File: src/rtl/quaternion_orientation_accumulator_assert.svh
// assertion macros used by the accumulator controller
`ifndef QUATERNION_ORIENTATION_ACCUMULATOR_ASSERT_SVH
`define QUATERNION_ORIENTATION_ACCUMULATOR_ASSERT_SVH

// same-cycle implication, checked out of reset
`define QOA_ASSERT_NOW(label, ante, cons, msg) \
    label: assert property (@(posedge clk) disable iff (!rst_n) (ante) |-> (cons)) \
        else $error(msg);

// next-cycle implication, checked out of reset
`define QOA_ASSERT_NEXT(label, ante, cons, msg) \
    label: assert property (@(posedge clk) disable iff (!rst_n) (ante) |=> (cons)) \
        else $error(msg);

`endif

File: src/rtl/qoa_pkg.sv
// shared constants, command types and tables of the orientation accumulator
`timescale 1ns / 1ps
`default_nettype none
package qoa_pkg;

    // component format
    localparam int W  = 16;
    localparam int F  = 14;
    localparam int AW = 16;
    // cordic, local quaternion, product, scaled product, square sum and magnitude widths
    localparam int CW = 34;
    localparam int LW = 18;
    localparam int PW = 22;
    localparam int RW = 32;
    localparam int SW = 62;
    localparam int MW = 30;
    // quotient bits of the normalizing divide
    localparam int QB = 17;
    localparam int CORDIC_STEPS = 16;
    localparam int SQRT_STEPS   = 31;

    localparam logic signed [CW-1:0] CORDIC_GAIN = CW'(652032874);

    // datapath operations
    localparam logic [3:0] OP_NOP       = 4'd0;
    localparam logic [3:0] OP_LOAD      = 4'd1;
    localparam logic [3:0] OP_CORDIC    = 4'd2;
    localparam logic [3:0] OP_LOCAL     = 4'd3;
    localparam logic [3:0] OP_TERM      = 4'd4;
    localparam logic [3:0] OP_MAX       = 4'd5;
    localparam logic [3:0] OP_NORM      = 4'd6;
    localparam logic [3:0] OP_SQUARE    = 4'd7;
    localparam logic [3:0] OP_SQRT_INIT = 4'd8;
    localparam logic [3:0] OP_SQRT      = 4'd9;
    localparam logic [3:0] OP_DIV_INIT  = 4'd10;
    localparam logic [3:0] OP_DIV       = 4'd11;
    localparam logic [3:0] OP_DIV_STORE = 4'd12;
    localparam logic [3:0] OP_COMMIT    = 4'd13;

    typedef struct packed {
        logic [3:0] op;
        logic [4:0] cnt;
        logic [1:0] comp;
    } cmd_t;

    typedef struct packed {
        logic degen;
        logic norm_done;
    } sts_t;

    // atan(2^-i), pi = 2^30
    function automatic logic signed [CW-1:0] atan_lut(input logic [3:0] i);
        logic signed [CW-1:0] v;
        case (i)
            4'd0:    v = CW'(268435456);
            4'd1:    v = CW'(158466703);
            4'd2:    v = CW'(83729454);
            4'd3:    v = CW'(42502378);
            4'd4:    v = CW'(21333666);
            4'd5:    v = CW'(10677233);
            4'd6:    v = CW'(5339919);
            4'd7:    v = CW'(2670123);
            4'd8:    v = CW'(1335082);
            4'd9:    v = CW'(667543);
            4'd10:   v = CW'(333772);
            4'd11:   v = CW'(166886);
            4'd12:   v = CW'(83443);
            4'd13:   v = CW'(41722);
            4'd14:   v = CW'(20861);
            4'd15:   v = CW'(10430);
            default: v = '0;
        endcase
        return v;
    endfunction

    // hamilton product term k of component j (index j*4+k): {negate, l index, o index}
    function automatic logic [4:0] term_sel(input logic [3:0] idx);
        logic [4:0] v;
        case (idx)
            4'd0:    v = {1'b0, 2'd3, 2'd0};
            4'd1:    v = {1'b0, 2'd0, 2'd3};
            4'd2:    v = {1'b0, 2'd1, 2'd2};
            4'd3:    v = {1'b1, 2'd2, 2'd1};
            4'd4:    v = {1'b0, 2'd3, 2'd1};
            4'd5:    v = {1'b1, 2'd0, 2'd2};
            4'd6:    v = {1'b0, 2'd1, 2'd3};
            4'd7:    v = {1'b0, 2'd2, 2'd0};
            4'd8:    v = {1'b0, 2'd3, 2'd2};
            4'd9:    v = {1'b0, 2'd0, 2'd1};
            4'd10:   v = {1'b1, 2'd1, 2'd0};
            4'd11:   v = {1'b0, 2'd2, 2'd3};
            4'd12:   v = {1'b0, 2'd3, 2'd3};
            4'd13:   v = {1'b1, 2'd0, 2'd0};
            4'd14:   v = {1'b1, 2'd1, 2'd1};
            4'd15:   v = {1'b1, 2'd2, 2'd2};
            default: v = '0;
        endcase
        return v;
    endfunction

endpackage
`default_nettype wire

File: src/rtl/qoa_ctrl.sv
// controller: sequences the datapath operations and owns the handshakes
`timescale 1ns / 1ps
`default_nettype none
`include "quaternion_orientation_accumulator_assert.svh"
module qoa_ctrl
    import qoa_pkg::*;
(
    input  wire   clk,
    input  wire   rst_n,
    input  wire   in_valid,
    output logic  in_ready,
    output logic  out_valid,
    input  wire   out_ready,
    output cmd_t  cmd,
    input  sts_t  sts
);

    localparam logic [3:0] S_IDLE   = 4'd0;
    localparam logic [3:0] S_CORDIC = 4'd1;
    localparam logic [3:0] S_LOCAL  = 4'd2;
    localparam logic [3:0] S_TERM   = 4'd3;
    localparam logic [3:0] S_MAX    = 4'd4;
    localparam logic [3:0] S_NORM   = 4'd5;
    localparam logic [3:0] S_SQUARE = 4'd6;
    localparam logic [3:0] S_SQRTI  = 4'd7;
    localparam logic [3:0] S_SQRT   = 4'd8;
    localparam logic [3:0] S_DIVI   = 4'd9;
    localparam logic [3:0] S_DIV    = 4'd10;
    localparam logic [3:0] S_DIVS   = 4'd11;
    localparam logic [3:0] S_COMMIT = 4'd12;

    logic [3:0] state_reg, state_next;
    logic [4:0] cnt_reg, cnt_next;
    logic [1:0] comp_reg, comp_next;
    logic       out_valid_reg, out_valid_next;
    logic       in_beat, out_stall, at_commit;

    // next state and command
    always_comb
    begin
        state_next     = state_reg;
        cnt_next       = cnt_reg;
        comp_next      = comp_reg;
        out_valid_next = out_valid_reg && !out_ready;
        cmd.op         = OP_NOP;
        cmd.cnt        = cnt_reg;
        cmd.comp       = comp_reg;
        case (state_reg)
            S_IDLE:
            begin
                if (in_valid)
                begin
                    cmd.op     = OP_LOAD;
                    state_next = S_CORDIC;
                    cnt_next   = '0;
                end
            end
            S_CORDIC:
            begin
                cmd.op   = OP_CORDIC;
                cnt_next = cnt_reg + 5'd1;
                if (cnt_reg == 5'(CORDIC_STEPS - 1))
                begin
                    state_next = S_LOCAL;
                    cnt_next   = '0;
                end
            end
            S_LOCAL:
            begin
                cmd.op   = OP_LOCAL;
                cnt_next = cnt_reg + 5'd1;
                if (cnt_reg == 5'd2)
                begin
                    state_next = S_TERM;
                    cnt_next   = '0;
                end
            end
            S_TERM:
            begin
                cmd.op   = OP_TERM;
                cnt_next = cnt_reg + 5'd1;
                if (cnt_reg == 5'd15)
                begin
                    state_next = S_MAX;
                    cnt_next   = '0;
                end
            end
            S_MAX:
            begin
                cmd.op     = OP_MAX;
                state_next = S_NORM;
            end
            S_NORM:
            begin
                if (sts.degen)
                begin
                    state_next = S_COMMIT;
                end
                else if (sts.norm_done)
                begin
                    state_next = S_SQUARE;
                    cnt_next   = '0;
                end
                else
                begin
                    cmd.op = OP_NORM;
                end
            end
            S_SQUARE:
            begin
                cmd.op   = OP_SQUARE;
                cnt_next = cnt_reg + 5'd1;
                if (cnt_reg == 5'd3)
                begin
                    state_next = S_SQRTI;
                end
            end
            S_SQRTI:
            begin
                cmd.op     = OP_SQRT_INIT;
                state_next = S_SQRT;
                cnt_next   = '0;
            end
            S_SQRT:
            begin
                cmd.op   = OP_SQRT;
                cnt_next = cnt_reg + 5'd1;
                if (cnt_reg == 5'(SQRT_STEPS - 1))
                begin
                    state_next = S_DIVI;
                    comp_next  = '0;
                end
            end
            S_DIVI:
            begin
                cmd.op     = OP_DIV_INIT;
                state_next = S_DIV;
                cnt_next   = '0;
            end
            S_DIV:
            begin
                cmd.op   = OP_DIV;
                cnt_next = cnt_reg + 5'd1;
                if (cnt_reg == 5'(QB - 1))
                begin
                    state_next = S_DIVS;
                end
            end
            S_DIVS:
            begin
                cmd.op    = OP_DIV_STORE;
                comp_next = comp_reg + 2'd1;
                state_next = (comp_reg == 2'd3) ? S_COMMIT : S_DIVI;
            end
            S_COMMIT:
            begin
                if (!out_valid_reg || out_ready)
                begin
                    cmd.op         = OP_COMMIT;
                    out_valid_next = 1'b1;
                    state_next     = S_IDLE;
                end
            end
            default:
            begin
                state_next = S_IDLE;
            end
        endcase
    end

    // control registers
    always_ff @(posedge clk or negedge rst_n)
    begin
        if (!rst_n)
        begin
            state_reg     <= S_IDLE;
            cnt_reg       <= '0;
            comp_reg      <= '0;
            out_valid_reg <= 1'b0;
        end
        else
        begin
            state_reg     <= state_next;
            cnt_reg       <= cnt_next;
            comp_reg      <= comp_next;
            out_valid_reg <= out_valid_next;
        end
    end

    assign in_ready  = (state_reg == S_IDLE);
    assign out_valid = out_valid_reg;

    // checks
    assign in_beat   = in_valid && in_ready;
    assign out_stall = out_valid && !out_ready;
    assign at_commit = (state_reg == S_COMMIT);
    `QOA_ASSERT_NEXT(a_in_cordic, in_beat, state_reg == S_CORDIC && cnt_reg == '0, "no cordic")
    `QOA_ASSERT_NEXT(a_commit_holds, at_commit && out_stall, at_commit, "result overwritten")
    `QOA_ASSERT_NEXT(a_commit_valid, cmd.op == OP_COMMIT, out_valid && in_ready, "no result")
    `QOA_ASSERT_NOW(a_sqrt_bound, state_reg == S_SQRT, cnt_reg < 5'(SQRT_STEPS), "sqrt overrun")

endmodule
`default_nettype wire
File: config.mk
export PLATFORM = sky130hd
export DESIGN_NAME = qoa_ctrl
export DESIGN_NICKNAME = d
export VERILOG_FILES = /design/src/rtl/qoa_pkg.sv /design/src/rtl/qoa_ctrl.sv
export VERILOG_INCLUDE_DIRS = /design/src /design/src/rtl
export SDC_FILE = /design/constraint.sdc
export NUM_CORES = 1
export LEC_CHECK = 0
export BUFFER_PORTS_ARGS = -buffer_cell sky130_fd_sc_hd__buf_2
export CAP_MARGIN = 20
export CORE_MARGIN = 2
export CORE_UTILIZATION = 50
export CTS_BUF_LIST = sky130_fd_sc_hd__clkbuf_8
export DETAILED_ROUTE_END_ITERATION = 8
export GPL_TIMING_DRIVEN = 0
export PLACE_DENSITY_LB_ADDON = 0.2
export SYNTH_ARGS = -nofsm -noshare
export SYNTH_HDL_FRONTEND = slang
export SYNTH_SLANG_ARGS = --single-unit
File: constraint.sdc
create_clock -name clk -period 2.1 [get_ports clk]
set_clock_uncertainty 0.05 [all_clocks]
set_input_delay 0.42 -clock clk [delete_from_list [all_inputs] [get_ports clk]]
set_output_delay 0.42 -clock clk [all_outputs]
set_load 0.02 [all_outputs]
# Yosys cells after proc, flatten, opt, wreduce, memory -nomap -nowiden
# Cells that the tools add are included.
[totals] regBits=12 latch_bits=0 ramBits=0 rom_bits=0 out_inout_bits=13 n_memories=0
[classes] add_sub_neg=2 mul=0 div_mod_pow=0 order_cmp=0 n_eq_ne=29 shift=0 n_mux=27 bitwise=0 reduce_logical=13
[op_table] operator="$pmux 4 s13" count=2
[op_table] operator="$mux 4" count=11
[op_table] operator="$pmux 5 s6" count=1
[op_table] operator="$mux 5" count=5
[op_table] operator="$eq 4x4->1 const B" count=5
[op_table] operator="$ne 2x2->1 const B" count=9
[op_table] operator="$eq 4x3->1 const B" count=4
[op_table] operator="$eq 5x2->1 const B" count=2
[op_table] operator="$eq 5x5->1 const B" count=2
[op_table] operator="$mux 3" count=3
[op_table] operator="$reduce_and 9->1" count=1
[op_table] operator="$eq 4x2->1 const B" count=2
[op_table] operator="$reduce_bool 6->1" count=1
[op_table] operator="$add 5x1->5 const B" count=1
[op_table] operator="$eq 5x4->1 const B" count=1
[op_table] operator="$eq 4x1->1 const B" count=1
[op_table] operator="$logic_not 4->1" count=1
[op_table] operator="$pmux 2 s2" count=1
[op_table] operator="$reduce_and 4->1" count=1
[op_table] operator="$reduce_or 2->1" count=2
[op_table] operator="$mux 1" count=3
[op_table] operator="$ne 3x3->1 const B" count=1
[op_table] operator="$reduce_or 3->1" count=1
[op_table] operator="$add 2x1->2 const B" count=1
[op_table] operator="other kinds (8)" count=9

# Depth between registers and ports, before layout
[logic_depth] ltp_word=4 depth_mapped=8 mapped_depth_nobuf=8

# Worst setup path after synthesis
# OpenSTA, ideal clock, no wires.
[synth_timing] kind="flip-flop to flip-flop" startpoint="register cnt_reg[1]" endpoint="register state_reg[0]" t_arrival_ns=1.986 required_time_ns=1.925 path_slack_ns=-0.061 stages_incl_launch_ff=9 path_buffers=0 synth_period_minus_slack_ns=2.161 path_cell_list="dfrtp_1 > ha_1 > and3_1 > ha_1 > nor4b_2 > a31oi_1 > and2_4 > o211ai_2 > mux2_4"
[synth_via] elab_chain_len=3 elab_cells_between_ends=12
[synth_rtl] item="start: declaration" line="qoa_ctrl.sv:33" rtl="logic [4:0] cnt_reg, cnt_next;"
[synth_rtl] item="start signal: assignment" line="qoa_ctrl.sv:184" rtl="cnt_reg <= cnt_next;"
[synth_rtl] item="$eq 5x5->1 (tied with other cells)" line="qoa_ctrl.sv:144" rtl="if (cnt_reg == 5'(QB - 1))"
[synth_rtl] item="$ne 2x2->1 (no source line)"
[synth_rtl] item="$reduce_and 9->1 (no source line) (*)"
[synth_rtl] item="end signal: assignment" line="qoa_ctrl.sv:183" rtl="state_reg <= state_next;"
[synth_rtl] item="end: declaration" line="qoa_ctrl.sv:32" rtl="logic [3:0] state_reg, state_next;"
# Mark *: on every way between the ends. The rest lies on a longest branch, timed or not.
# A chain may end at the register's enable or synchronous reset.

# Worst setup path in the final report
# Same ends and word-level chain as after synthesis.

==> impl_results.md <==
- Outcome: completed
- Net Count, Synth: 127
- Sw power: between 90 and 100 uW
- Pint: roughly 360 uW
- Post-DR vias/cell: roughly 6
- GR Util met3: 0.0399
- Highest Clock Rate: between 400 and 500 MHz
- DRT Pass-1 Iters: 4
- CP startpoint: cnt_reg[1]
- Die Area: 2410 sq um
- Detailed placement HPWL: 1.81 mm
- Clk network pwr share: 0.473
- CP Max Fanout: 6
- Share of cells above drive strength 1: 0.384
- CTS tree: built
- Cell area after layout: 1270 sq um
- Hold Path Class: input port to async pin
- Clock root cell: clkbuf_8
- Yosys top cell area share: 0.295
- Post-synthesis cell type count: 54
- Final worst-path cycle share: 0.994
- Largest net degree at the start of global routing: 13
- Slew Viols, Final: 0
- FILL cells: 160
- H-tree levels: 1
- GR Util met2: 0.390
- Antenna Cells: 0
- Most Frequent Cell on Critical Path: ha_4
- Final Critical Period: 2.09 ns
- Total CTS buffers: 3
- Nets: ~150
- Max FFs per register: 5
- DR WL/cell: between 15 and 20 um
- Main combinational cell family by area after synthesis: simple AND/OR/NAND/NOR gates
- Synth Cell Area: between 1000 and 1500 sq um
- Core area: slightly below 2000 sq um
- Max Root-Sink Buffers: 2
- Kind of critical path: flip-flop to flip-flop
- IO Pins: 19
- Mapped Cells: approximately 120
- Antenna violations before repair: 0
- R2R Path Start: cnt_reg[1]
- Final TNS setup: 0 ns
- CTS sink count: 12
- Top-count cell post-synth: dfrtp_1
- First-pass GRT wire length: 4.30 mm
- Seq/Total Area, Yosys: 0.295
- Most used routing layer: met2
- Switching share of power: 0.211
- Share of cell area taken by muxes after synthesis: 0.0246
- Asr flop ratio synth: 1.00
- Non-Filler Instances: around 170
- Synth Warn #: 0
- Least-Margin Pin Slew: 0.437 ns
- GP Congestion: between 0.8 and 0.9
- RSZ-0062 raised after global routing: true
- DRC errors left: 0
- Area Overhead vs Synth: 25.1%
- Part of the power in registers: 0.501
- Clock slew at reported path FFs: 0.05 ns
- Leakage: between 0.5 and 0.6 nW
- Post-Synth Simple-Gate Area: 0.262
- Crit end category: flip-flop
- Total gr overflow: 0
- Vias in the first global route: about 950
- Top cells by count, synth: 12 x dfrtp_1, 11 x nand2_1, 7 x a21oi_1, 7 x inv_1, 6 x ha_1
- CP peak stage delay: around 0.45 ns
- Req. time, crit path: ~2.2 ns
- Compound-Gate Fraction of Synth Area: 0.255
- Port-buffer cells: 18
- # rows: 16
- FF-to-FF setup slack: between 0.01 and 0.015 ns
- Final setup violation count: 0
- Pwr per Cell Area: 363 nW/um^2
- Fin util: 0.655
- Placed cells: 160
- Synth Area in XOR/XNOR: 0.0172
- Largest cells by area after synthesis: dfrtp_1 30%, ha_1 7.4%, nand2_1 4.1%, a21oi_1 3.4%, nor4b_2 3.0%
- Die Span Y: between 40 and 50 um
- Register area: just over 300 sq um
- Met1 Resource Use GR: 0.297
- Combinational share of power: 0.026
- CP max stage cell: dfrtp_2
- Synthesized flop and latch total: 12
- Number of routed nets with antenna violations: 0
- Post-synth EDFFs: 0
- Final Power: between 400 and 500 uW
- Dominant cell type by area after synthesis: dfrtp_1
- Clock Latency Late Sink: between 0.2 and 0.25 ns
- Iteration-0 DRC Markers: 16
- WL final: ~2.5 mm
- Initial Util: 0.524
- Slew margin rel.: 0.708
- Ys flop type: dfrtp_1
- Gr usage total: 0.232
- DR vias: around 1000
- Sequence of cells on the critical path: ha_4, and3_4, ha_4, nor4b_4, a31oi_2, and2_4, o211ai_2, mux2_4
- DP Area: ~1200 sq um
- Maximum VDD drop: about 0.34 mV
- Hold Fails Final Rpt: 0
- Arr. time, crit path: 2.16 ns
- Adder-cell share of the synthesized area: 0.0738
- CP Launch Type: flip-flop
- Area of the multi-input gates: roughly 710 sq um
- Chip width: slightly below 50 um
- Avg Cell Area, Syn: between 8 and 9 sq um
- Max-cap violations: 0
-- cells by family after synthesis --
group,count (synthesis)
muxes,2
DFF,12
AOI/OAI and AO/OA,36
buffers and inverters,16
xor gates and xnor gates,2
adders and majority gates,6
and+or+nand+nor,41
-- path summary, 6_finish.rpt --
path | to | cells after the start
min in group clk | state_reg[1] | 3
min reg2reg | comp_reg[0] | 1
max | state_reg[0] | 8
min | cnt_reg[3] | 1
max in group asynchronous | cnt_reg[0] | 1
max reg2reg | state_reg[0] | 8
-- cell usage in the layout (no fill, tap or decap), types with 3 or more instances in the layout --
cell	instances
buf_2	20
nand2_1	11
dfrtp_1	9
inv_1	8
a21oi_1	7
buf_4	5
o21ai_1	4
o21ai_0	4
ha_1	4
nor2b_1	3
nand3_1	3
o211ai_1	3
clkbuf_8	3
dfrtp_2	3
-- stage by stage --
step           setup WS [ns]  hold slack (ns)
2_1_floorplan       0.000871           0.0744
3_3_place_gp         -0.0611            0.264
3_5_place_dp         -0.0712            0.268
4_1_cts              0.00521          0.00461
5_1_grt              -0.0509           0.0170
6_report              0.0124          0.00231
-- per-layer routing --
metal / part of all wire / vias to the layer above / routed length (um)
met5: 0 / - / 0
met4: 0.014 / 0 / 34
met3: 0.045 / 6 / 113
met2: 0.49 / 31 / 1240
met1: 0.45 / 481 / 1120
li1: - / 470 / -
-- critical path: cells and delay by family, from the launching register on --
kind            cells  cell delay [ns]
simple gates        3             0.64
flops               1             0.45
fa+ha+maj           2             0.35
mux                 1             0.31
compound gates      2             0.17
-- timing repair --
action,4_1_cts,5_1_grt
pin swaps,1,0
hold endpoints to repair,0,0
setup endpoints to repair,5,6
hold buffers,0,0
buffers inserted,1,0
resized for setup,5,12
-- final cells by class --
cell class                      instances  area share
Multi-Input combinational cell         87       0.556
Tap cell                               27      0.0265
Clock inverter                          1     0.00295
Sequential cell                        12       0.239
Timing Repair Buffer                   19      0.0806
Inverter                                9      0.0265
Buffer                                  7      0.0364
Clock buffer                            3      0.0324
-- power groups by stage --
stage               Combinational [mW]  Sequential [mW]  Clock, mW
finish                          0.0120            0.231      0.218
global route                    0.0137            0.231      0.234
CTS                             0.0121            0.231      0.226
detailed placement              0.0121            0.235          0
global placement                0.0117            0.235          0
floorplan                     0.000820            0.235          0
(Power assumes the default switching activity.)
